==> config.mk <==
export PLATFORM = sky130hd
export DESIGN_NAME = serial_to_can_frame_deframer_unit
export DESIGN_NICKNAME = d
export VERILOG_FILES = /design/src/rtl/s2c_pkg.sv /design/src/rtl/serial_to_can_frame_deframer_unit.sv /design/src/rtl/s2c_in_stage.sv /design/src/rtl/s2c_deframer.sv
export SDC_FILE = /design/constraint.sdc
export NUM_CORES = 1
export LEC_CHECK = 0
export BUFFER_PORTS_ARGS = -buffer_cell sky130_fd_sc_hd__buf_4
export CAP_MARGIN = 20
export CORE_ASPECT_RATIO = 0.8
export CORE_MARGIN = 3
export CORE_UTILIZATION = 57
export CTS_CLUSTER_DIAMETER = 30
export DETAILED_ROUTE_END_ITERATION = 6
export PLACE_DENSITY = 0.76
export SLEW_MARGIN = 20
export SYNTH_ARGS = -nofsm -noshare
export SYNTH_HDL_FRONTEND = slang
export SYNTH_HIERARCHICAL = 1
export SYNTH_SLANG_ARGS = --single-unit
==> constraint.sdc <==
create_clock -name i_clk -period 9.8 [get_ports i_clk]
set_clock_uncertainty 0.2 [all_clocks]
set_input_delay 1.96 -clock i_clk [delete_from_list [all_inputs] [get_ports i_clk]]
set_output_delay 1.96 -clock i_clk [all_outputs]
set_load 0.05 [all_outputs]
==> src/rtl/s2c_pkg.sv <==
// Shared types and constants for the serial-to-CAN frame deframer.
package s2c_pkg;

    localparam logic [7:0] START_TOKEN_RESET = 8'hAA;
    localparam logic [7:0] END_TOKEN_RESET   = 8'hBB;

    localparam logic [7:0] MAX_PAYLOAD_BYTES = 8'd8;
    localparam logic [31:0] STD_ID_MAX       = 32'h0000_07FF;

    localparam logic [4:0] LEN_POS     = 5'd4;
    localparam logic [4:0] ID_POS      = 5'd5;
    localparam logic [4:0] PAYLOAD_POS = 5'd9;

    localparam logic CFG_START_TOKEN = 1'b0;
    localparam logic CFG_END_TOKEN   = 1'b1;

    typedef enum logic [1:0] {
        ST_OK            = 2'd0,
        ST_BAD_END       = 2'd1,
        ST_LEN_TOO_LARGE = 2'd2
    } t_status;

    typedef struct packed {
        logic       valid;
        logic [7:0] data;
    } t_byte_req;

    typedef struct packed {
        logic [7:0] start_token;
        logic [7:0] end_token;
    } t_cfg;

endpackage

==> src/rtl/serial_to_can_frame_deframer_unit.sv <==
// Top level of the serial-to-CAN frame deframer with its configuration registers.
// Throughput: one byte per cycle, also while a result waits, unless that byte closes a frame.
// A closing byte goes from the input register to the result register that drives result valid.
// The input register holds a byte that closes a frame while the result register is full.
// Reset is synchronous, active low; the tokens return to 0xAA and 0xBB and the deframer idles.
module serial_to_can_frame_deframer_unit (
    input  logic        i_clk,
    input  logic        i_rst_n,
    input  logic        i_rx_valid,
    output logic        o_rx_ready,
    input  logic [7:0]  i_rx_byte,
    output logic        o_res_valid,
    input  logic        i_res_ready,
    output logic [1:0]  o_status,
    output logic [31:0] o_can_id,
    output logic        o_extended,
    output logic [3:0]  o_length,
    output logic [63:0] o_payload,
    input  logic        i_cfg_we,
    input  logic        i_cfg_index,
    input  logic [7:0]  i_cfg_data
);

    s2c_pkg::t_cfg      r_cfg;
    s2c_pkg::t_byte_req byte_req;
    logic               advance;

    always_ff @(posedge i_clk) begin
        if (!i_rst_n) begin
            r_cfg.start_token <= s2c_pkg::START_TOKEN_RESET;
            r_cfg.end_token   <= s2c_pkg::END_TOKEN_RESET;
        end else if (i_cfg_we) begin
            unique case (i_cfg_index)
                s2c_pkg::CFG_START_TOKEN: r_cfg.start_token <= i_cfg_data;
                s2c_pkg::CFG_END_TOKEN:   r_cfg.end_token   <= i_cfg_data;
                default: begin
                end
            endcase
        end
    end

    s2c_in_stage u_in_stage (
        .i_clk     (i_clk),
        .i_rst_n   (i_rst_n),
        .i_valid   (i_rx_valid),
        .o_ready   (o_rx_ready),
        .i_data    (i_rx_byte),
        .i_advance (advance),
        .o_req     (byte_req)
    );

    s2c_deframer u_deframer (
        .i_clk       (i_clk),
        .i_rst_n     (i_rst_n),
        .i_req       (byte_req),
        .i_cfg       (r_cfg),
        .o_advance   (advance),
        .o_res_valid (o_res_valid),
        .i_res_ready (i_res_ready),
        .o_status    (o_status),
        .o_can_id    (o_can_id),
        .o_extended  (o_extended),
        .o_length    (o_length),
        .o_payload   (o_payload)
    );

endmodule

==> src/rtl/s2c_in_stage.sv <==
// Input register that holds one received byte until the deframer takes it.
module s2c_in_stage (
    input  logic             i_clk,
    input  logic             i_rst_n,
    input  logic             i_valid,
    output logic             o_ready,
    input  logic [7:0]       i_data,
    input  logic             i_advance,
    output s2c_pkg::t_byte_req o_req
);

    logic       r_valid;
    logic       n_valid;
    logic [7:0] r_data;

    assign o_ready = !r_valid || i_advance;

    always_comb begin
        if (i_valid && o_ready) begin
            n_valid = 1'b1;
        end else if (i_advance) begin
            n_valid = 1'b0;
        end else begin
            n_valid = r_valid;
        end
    end

    always_ff @(posedge i_clk) begin
        if (!i_rst_n) begin
            r_valid <= 1'b0;
        end else begin
            r_valid <= n_valid;
        end
    end

    always_ff @(posedge i_clk) begin
        if (i_valid && o_ready) begin
            r_data <= i_data;
        end
    end

    assign o_req.valid = r_valid;
    assign o_req.data  = r_data;

endmodule

==> src/rtl/s2c_deframer.sv <==
// Frame state update for one byte and the registered result request.
module s2c_deframer (
    input  logic               i_clk,
    input  logic               i_rst_n,
    input  s2c_pkg::t_byte_req i_req,
    input  s2c_pkg::t_cfg      i_cfg,
    output logic               o_advance,
    output logic               o_res_valid,
    input  logic               i_res_ready,
    output logic [1:0]         o_status,
    output logic [31:0]        o_can_id,
    output logic               o_extended,
    output logic [3:0]         o_length,
    output logic [63:0]        o_payload
);

    logic        r_phase;
    logic [4:0]  r_byte_index;
    logic [3:0]  r_frame_length;
    logic [31:0] r_id_bytes;
    logic [63:0] r_payload_bytes;

    logic        n_phase;
    logic [4:0]  n_byte_index;
    logic [3:0]  n_frame_length;
    logic [31:0] n_id_bytes;
    logic [63:0] n_payload_bytes;

    logic            r_out_valid;
    logic            n_out_valid;
    s2c_pkg::t_status r_status;
    s2c_pkg::t_status n_status;
    logic [31:0]     r_can_id;
    logic            r_extended;
    logic [3:0]      r_length;
    logic [63:0]     r_payload;

    logic [7:0] b;
    logic       at_len;
    logic       too_long;
    logic [3:0] len_now;
    logic       in_body;
    logic       res_fire;
    logic [1:0] id_lane;
    logic [2:0] pl_lane;
    logic [4:0] id_off;
    logic [4:0] pl_off;

    assign b        = i_req.data;
    assign at_len   = r_byte_index == s2c_pkg::LEN_POS;
    assign too_long = r_phase && at_len && (b > s2c_pkg::MAX_PAYLOAD_BYTES);
    assign len_now  = at_len ? b[3:0] : r_frame_length;
    assign in_body  = r_byte_index < (s2c_pkg::PAYLOAD_POS + {1'b0, len_now});
    assign res_fire = too_long || (r_phase && !in_body);
    assign id_off   = r_byte_index - s2c_pkg::ID_POS;
    assign pl_off   = r_byte_index - s2c_pkg::PAYLOAD_POS;
    assign id_lane  = id_off[1:0];
    assign pl_lane  = pl_off[2:0];

    assign o_advance = i_req.valid && (!res_fire || !r_out_valid || i_res_ready);

    always_comb begin
        n_phase         = r_phase;
        n_byte_index    = r_byte_index;
        n_frame_length  = r_frame_length;
        n_id_bytes      = r_id_bytes;
        n_payload_bytes = r_payload_bytes;
        n_status        = s2c_pkg::ST_OK;
        if (!r_phase) begin
            if (b == i_cfg.start_token) begin
                n_phase         = 1'b1;
                n_byte_index    = '0;
                n_frame_length  = '0;
                n_id_bytes      = '0;
                n_payload_bytes = '0;
            end
        end else if (too_long) begin
            n_phase  = 1'b0;
            n_status = s2c_pkg::ST_LEN_TOO_LARGE;
        end else if (in_body) begin
            n_frame_length = len_now;
            if (r_byte_index >= s2c_pkg::ID_POS && r_byte_index < s2c_pkg::PAYLOAD_POS) begin
                for (int k = 0; k < 4; k++) begin
                    if (id_lane == 2'(k)) begin
                        n_id_bytes[8*k +: 8] = r_id_bytes[8*k +: 8] | b;
                    end
                end
            end else if (r_byte_index >= s2c_pkg::PAYLOAD_POS) begin
                for (int k = 0; k < 8; k++) begin
                    if (pl_lane == 3'(k)) begin
                        n_payload_bytes[8*k +: 8] = r_payload_bytes[8*k +: 8] | b;
                    end
                end
            end
            n_byte_index = r_byte_index + 5'd1;
        end else begin
            n_phase  = 1'b0;
            n_status = (b == i_cfg.end_token) ? s2c_pkg::ST_OK : s2c_pkg::ST_BAD_END;
        end
    end

    always_comb begin
        if (o_advance && res_fire) begin
            n_out_valid = 1'b1;
        end else if (i_res_ready) begin
            n_out_valid = 1'b0;
        end else begin
            n_out_valid = r_out_valid;
        end
    end

    always_ff @(posedge i_clk) begin
        if (!i_rst_n) begin
            r_phase         <= 1'b0;
            r_byte_index    <= '0;
            r_frame_length  <= '0;
            r_id_bytes      <= '0;
            r_payload_bytes <= '0;
            r_out_valid     <= 1'b0;
        end else begin
            r_out_valid <= n_out_valid;
            if (o_advance) begin
                r_phase         <= n_phase;
                r_byte_index    <= n_byte_index;
                r_frame_length  <= n_frame_length;
                r_id_bytes      <= n_id_bytes;
                r_payload_bytes <= n_payload_bytes;
            end
        end
    end

    always_ff @(posedge i_clk) begin
        if (o_advance && res_fire) begin
            r_status <= n_status;
            if (too_long) begin
                r_can_id   <= '0;
                r_extended <= 1'b0;
                r_length   <= '0;
                r_payload  <= '0;
            end else begin
                r_can_id   <= r_id_bytes;
                r_extended <= r_id_bytes > s2c_pkg::STD_ID_MAX;
                r_length   <= r_frame_length;
                r_payload  <= r_payload_bytes;
            end
        end
    end

    assign o_res_valid = r_out_valid;
    assign o_status    = r_status;
    assign o_can_id    = r_can_id;
    assign o_extended  = r_extended;
    assign o_length    = r_length;
    assign o_payload   = r_payload;

    a_index_bound: assert property (@(posedge i_clk) disable iff (!i_rst_n)
        r_byte_index <= s2c_pkg::PAYLOAD_POS + 5'd8)
        else $error("Byte index ran past the longest frame.");

    a_length_bound: assert property (@(posedge i_clk) disable iff (!i_rst_n)
        r_frame_length <= s2c_pkg::MAX_PAYLOAD_BYTES[3:0])
        else $error("Stored frame length exceeds the payload capacity.");

    a_reject_zero: assert property (@(posedge i_clk) disable iff (!i_rst_n)
        (r_out_valid && r_status == s2c_pkg::ST_LEN_TOO_LARGE) |->
        (r_can_id == '0 && r_payload == '0 && r_length == '0 && !r_extended))
        else $error("Rejected frame reports nonzero fields.");

    a_no_overwrite: assert property (@(posedge i_clk) disable iff (!i_rst_n)
        (r_out_valid && !i_res_ready) |=> (r_out_valid && $stable(r_can_id)
        && $stable(r_payload)))
        else $error("Pending result request was overwritten.");

    a_result_idle: assert property (@(posedge i_clk) disable iff (!i_rst_n)
        (o_advance && res_fire) |=> !r_phase)
        else $error("Deframer still collecting after a frame closed.");

endmodule
==> flow_summary.yaml <==
cts:
  cts_inserted_buffers: 35
  tritoncts_clock_tree: "yes"
  clock-sinks: 235
  clk_root_buffer_cell: "sky130_fd_sc_hd__clkbuf_16"
  cts_htree_levels: 2
  postCtsSetupRepairBufs: 0
  post_cts_hold_buffer_count: 0
  clk_pin_slew_ns: 0.05
  cts.repair.resized: 0
  worst_skew_pair.late_latency_ns: 0.47
  cts_buffer_depth: 3
sta:
  fmax_mhz: 150
  max_slew_margin_pct: 41.2
  timing.final.ws_setup_ns: 3.12
  finalCriticalPeriod_ns: 6.68
  finalSetupViolCount: 0
  final.setup.tns_ns: 0
  final.period_utilization_pct: 68.2
  max_slew_violation_count: 0
  timing_hold_violations_final: 0
  grt_setup_unrepaired: "no"
  tightestPinTransition_ns: 0.870
global_route:
  antenna_found_initial: 0
  first_global_vias: 6298
  overflow: 0
  first_pass_grt_wire_length_mm: 32.3
  global_route_usage_over_all_layers_pct: 22.6
  grt_max_degree: 105
floorplanning:
  row_count: 40
  core-area_um2: 15300
  initial_utilization_pct: 59.3
  ioPinCount: 127
  fp.dieArea_um2: 17400
  die_width_um: 147
  floorplan.die.height_um: 119
pwr:
  p_switching_uw: 462
  power.share.combinational_pct: 2.3
  seqPwrFrac_pct: 47.8
  p_per_area_nw_per_um2: 197
  peakVddDrop_mv: 0.183
  sw_frac_of_total_pct: 21.2
  power.share.clock_pct: 49.9
  power.static_leakage_uw: 0.00440
  power.internal_uw: 1720
logic_synthesis:
  ys_types: 55
  yosys_most_used_dff: "sky130_fd_sc_hd__dfxtp_1"
  synth_most_common_cell: "sky130_fd_sc_hd__dfxtp_1"
  synth_cells: 745
  ys_seq_area_share_pct: 64.2
  synth.largest_area_cell: "sky130_fd_sc_hd__edfxtp_1"
  post_synthesis_net_count: 780
  postSynthRegisterBits: 235
  synth_area_um2: 9050
  synth_async_sr_flop_share_pct: 0
  post_synth_main_area_contributors: "sky130_fd_sc_hd__edfxtp_1 37%, sky130_fd_sc_hd__dfxtp_1 27%, sky130_fd_sc_hd__and2_1 6.9%"
  yosys_warnings: 6
  synth.cells.most_frequent: "124 x sky130_fd_sc_hd__dfxtp_1, 111 x sky130_fd_sc_hd__edfxtp_1, 100 x sky130_fd_sc_hd__and2_1"
  yosysTopAreaCellShare_pct: 36.8
  syn-mean-instance-area_um2: 12.2
  post_synth_edffs: 111
critical_path:
  timing.critical_path.arrival_ns: 4.52
  worst_r2r_path_depth: 15
  timing_worst_setup_path_type: "register to output pin"
  worstSetupStartpointType: "register"
  worstReg2RegStart: "u_deframer/r_byte_index[0]"
  cp.required_ns: 7.64
  r2r_end: "u_deframer/o_length[2]"
  reg2reg_slack_ns: 4.16
  crit_path_max_fanout: 9
  crit_path_end_kind: "output pin"
final_layout:
  num-fill-cells: 1020
  multiInputGateArea_um2: 2910
  syn_to_final_growth_pct: 22.5
  regArea_um2: 5820
  fraction_of_layout_cells_with_a_size_suffix_above_1_pct: 22.4
  final-instance-count-excl-fill: 1095
  n_antenna_cell: 0
  nNetsFinal: 897
min_path:
  hold-path-endpoint: "u_deframer/r_payload_bytes[63]"
  worstHoldStart: "u_deframer/r_payload_bytes[63]"
  hold_path_class: "register to register"
  holdPathStages: 2
outcome:
  run_status: "finished clean"
place:
  preCtsSetupSlack_ns: 3.41
  hpwl_after_detailed_placement_mm: 13.1
  globalplace.congestion: 0.880
  placed_cells: 1035
  io_buffers: 126
routing:
  viasPerCell: 5.79
  detail_route.drc_violations: 0
  routed_wl_mm: 20.2
  final_antenna_net_count: 0
  detail_route.wl_per_cell_um: 18.4
  detailroute.via_count: 6345
  starting_drt_drc_count: 525
  drt_first_pass_iters: 5
job:
  drv_cap: 0
## layer usage
metal	global-route usage [%]	routed length, µm
met2	36.6	9510
met4	7.51	522
met3	5.48	1680
met1	30.1	8440
met5	0	0
## placed cells by master, fill, tap and decap left out, drive strengths merged, types with 2 or more instances in the layout
| cell type | n |
|---|---|
| o31ai | 8 |
| and2 | 102 |
| o21ai | 56 |
| mux2i | 9 |
| nand3 | 15 |
| buf | 130 |
| ha | 13 |
| a32o | 50 |
| nand2 | 83 |
| a21oi | 8 |
| clkinvlp | 2 |
| nand4 | 11 |
| a21boi | 2 |
| o211ai | 11 |
| dfxtp | 124 |
| inv | 25 |
| clkbuf | 40 |
| and4 | 2 |
| o31a | 2 |
| nor2 | 6 |
| clkinv | 15 |
| and3 | 2 |
| nor3 | 6 |
| nand2b | 4 |
| xnor2 | 17 |
| nor2b | 3 |
| nand3b | 4 |
| nor4 | 6 |
| edfxtp | 111 |
## power by group through the flow
| stage | Combinational (µW) | Clock (µW) | Sequential (µW) |
|---|---|---|---|
| 5_1_grt | 53.7 | 1150 | 1040 |
| 3_3_place_gp | 47.0 | 0 | 1060 |
| 2_1_floorplan | 40.8 | 0 | 1050 |
| 3_5_place_dp | 48.4 | 0 | 1060 |
| 4_1_cts | 49.1 | 1100 | 1040 |
| 6_report | 49.6 | 1090 | 1040 |
## cells by family after synthesis
kind of cell / after synthesis / share of synthesized area (%)
compound gates: 149 / 12.5
xor+xnor: 18 / 1.74
fa+ha+maj: 13 / 1.80
buf+inv: 72 / 3.83
flops: 235 / 64.2
mux: 9 / 0.995
simple gates: 249 / 14.9
## worst max-delay path, stage by stage, from the launching register on
cell	delay, ns
sky130_fd_sc_hd__dfxtp_1	0.41
sky130_fd_sc_hd__inv_1	0.23
sky130_fd_sc_hd__ha_1	0.24
sky130_fd_sc_hd__nor4bb_2	0.79
sky130_fd_sc_hd__mux2i_1	0.35
sky130_fd_sc_hd__inv_1	0.09
sky130_fd_sc_hd__and3_1	0.16
sky130_fd_sc_hd__xnor2_1	0.13
sky130_fd_sc_hd__ha_1	0.32
sky130_fd_sc_hd__and4_1	0.23
sky130_fd_sc_hd__o311ai_2	0.15
sky130_fd_sc_hd__o21ai_0	0.32
sky130_fd_sc_hd__nor2_1	0.07
sky130_fd_sc_hd__o21a_1	0.20
sky130_fd_sc_hd__nand2b_4	0.15
sky130_fd_sc_hd__buf_4	0.20
## final cells by class
| cell class | count | area share (%) |
|---|---|---|
| clock buffers | 40 | 8.26 |
| clock inverters | 20 | 1.17 |
| inverters | 22 | 0.745 |
| multi-input cells | 438 | 26.2 |
| flip-flops and latches | 235 | 52.4 |
| well taps | 210 | 2.37 |
| repair buffers | 130 | 8.80 |
## stage by stage
step	util (%)	power (µW)	cell area, µm²	hold WS (ns)
6_report	72.7	2180	11100	0.243
5_1_grt	72.7	2250	11100	0.267
4_1_cts	72.6	2200	11100	0.246
3_5_place_dp	65.8	1110	10000	0.235
3_3_place_gp	65.8	1110	10000	0.231
2_1_floorplan	-	1090	9050	0.217
## flip-flops by register name, indices dropped and copies added, names as in the netlist, 2 cells and up
| name | count |
|---|---|
| u_deframer/r_frame_length | 4 |
| u_deframer/o_status | 2 |
| u_deframer/r_byte_index | 5 |
| u_deframer/r_payload_bytes | 64 |
| u_in_stage/r_data | 8 |
| u_deframer/r_id_bytes | 32 |
| u_deframer/o_payload | 64 |
| u_deframer/o_length | 4 |
| r_cfg | 16 |
| u_deframer/o_can_id | 32 |
## worst max path at each step
stage	startpoint	end	slack, ns
global route	u_deframer/r_byte_index[0]	o_rx_ready	2.86
detailed placement	u_deframer/r_byte_index[0]	o_rx_ready	3.41
floorplan	u_deframer/r_byte_index[0]	u_deframer/o_can_id[0]	1.72
CTS	u_deframer/r_byte_index[0]	o_rx_ready	2.85
finish	u_deframer/r_byte_index[0]	o_rx_ready	3.12
global placement	u_deframer/r_byte_index[0]	o_rx_ready	3.69
No activity file was read; power rests on OpenSTA's default activity.
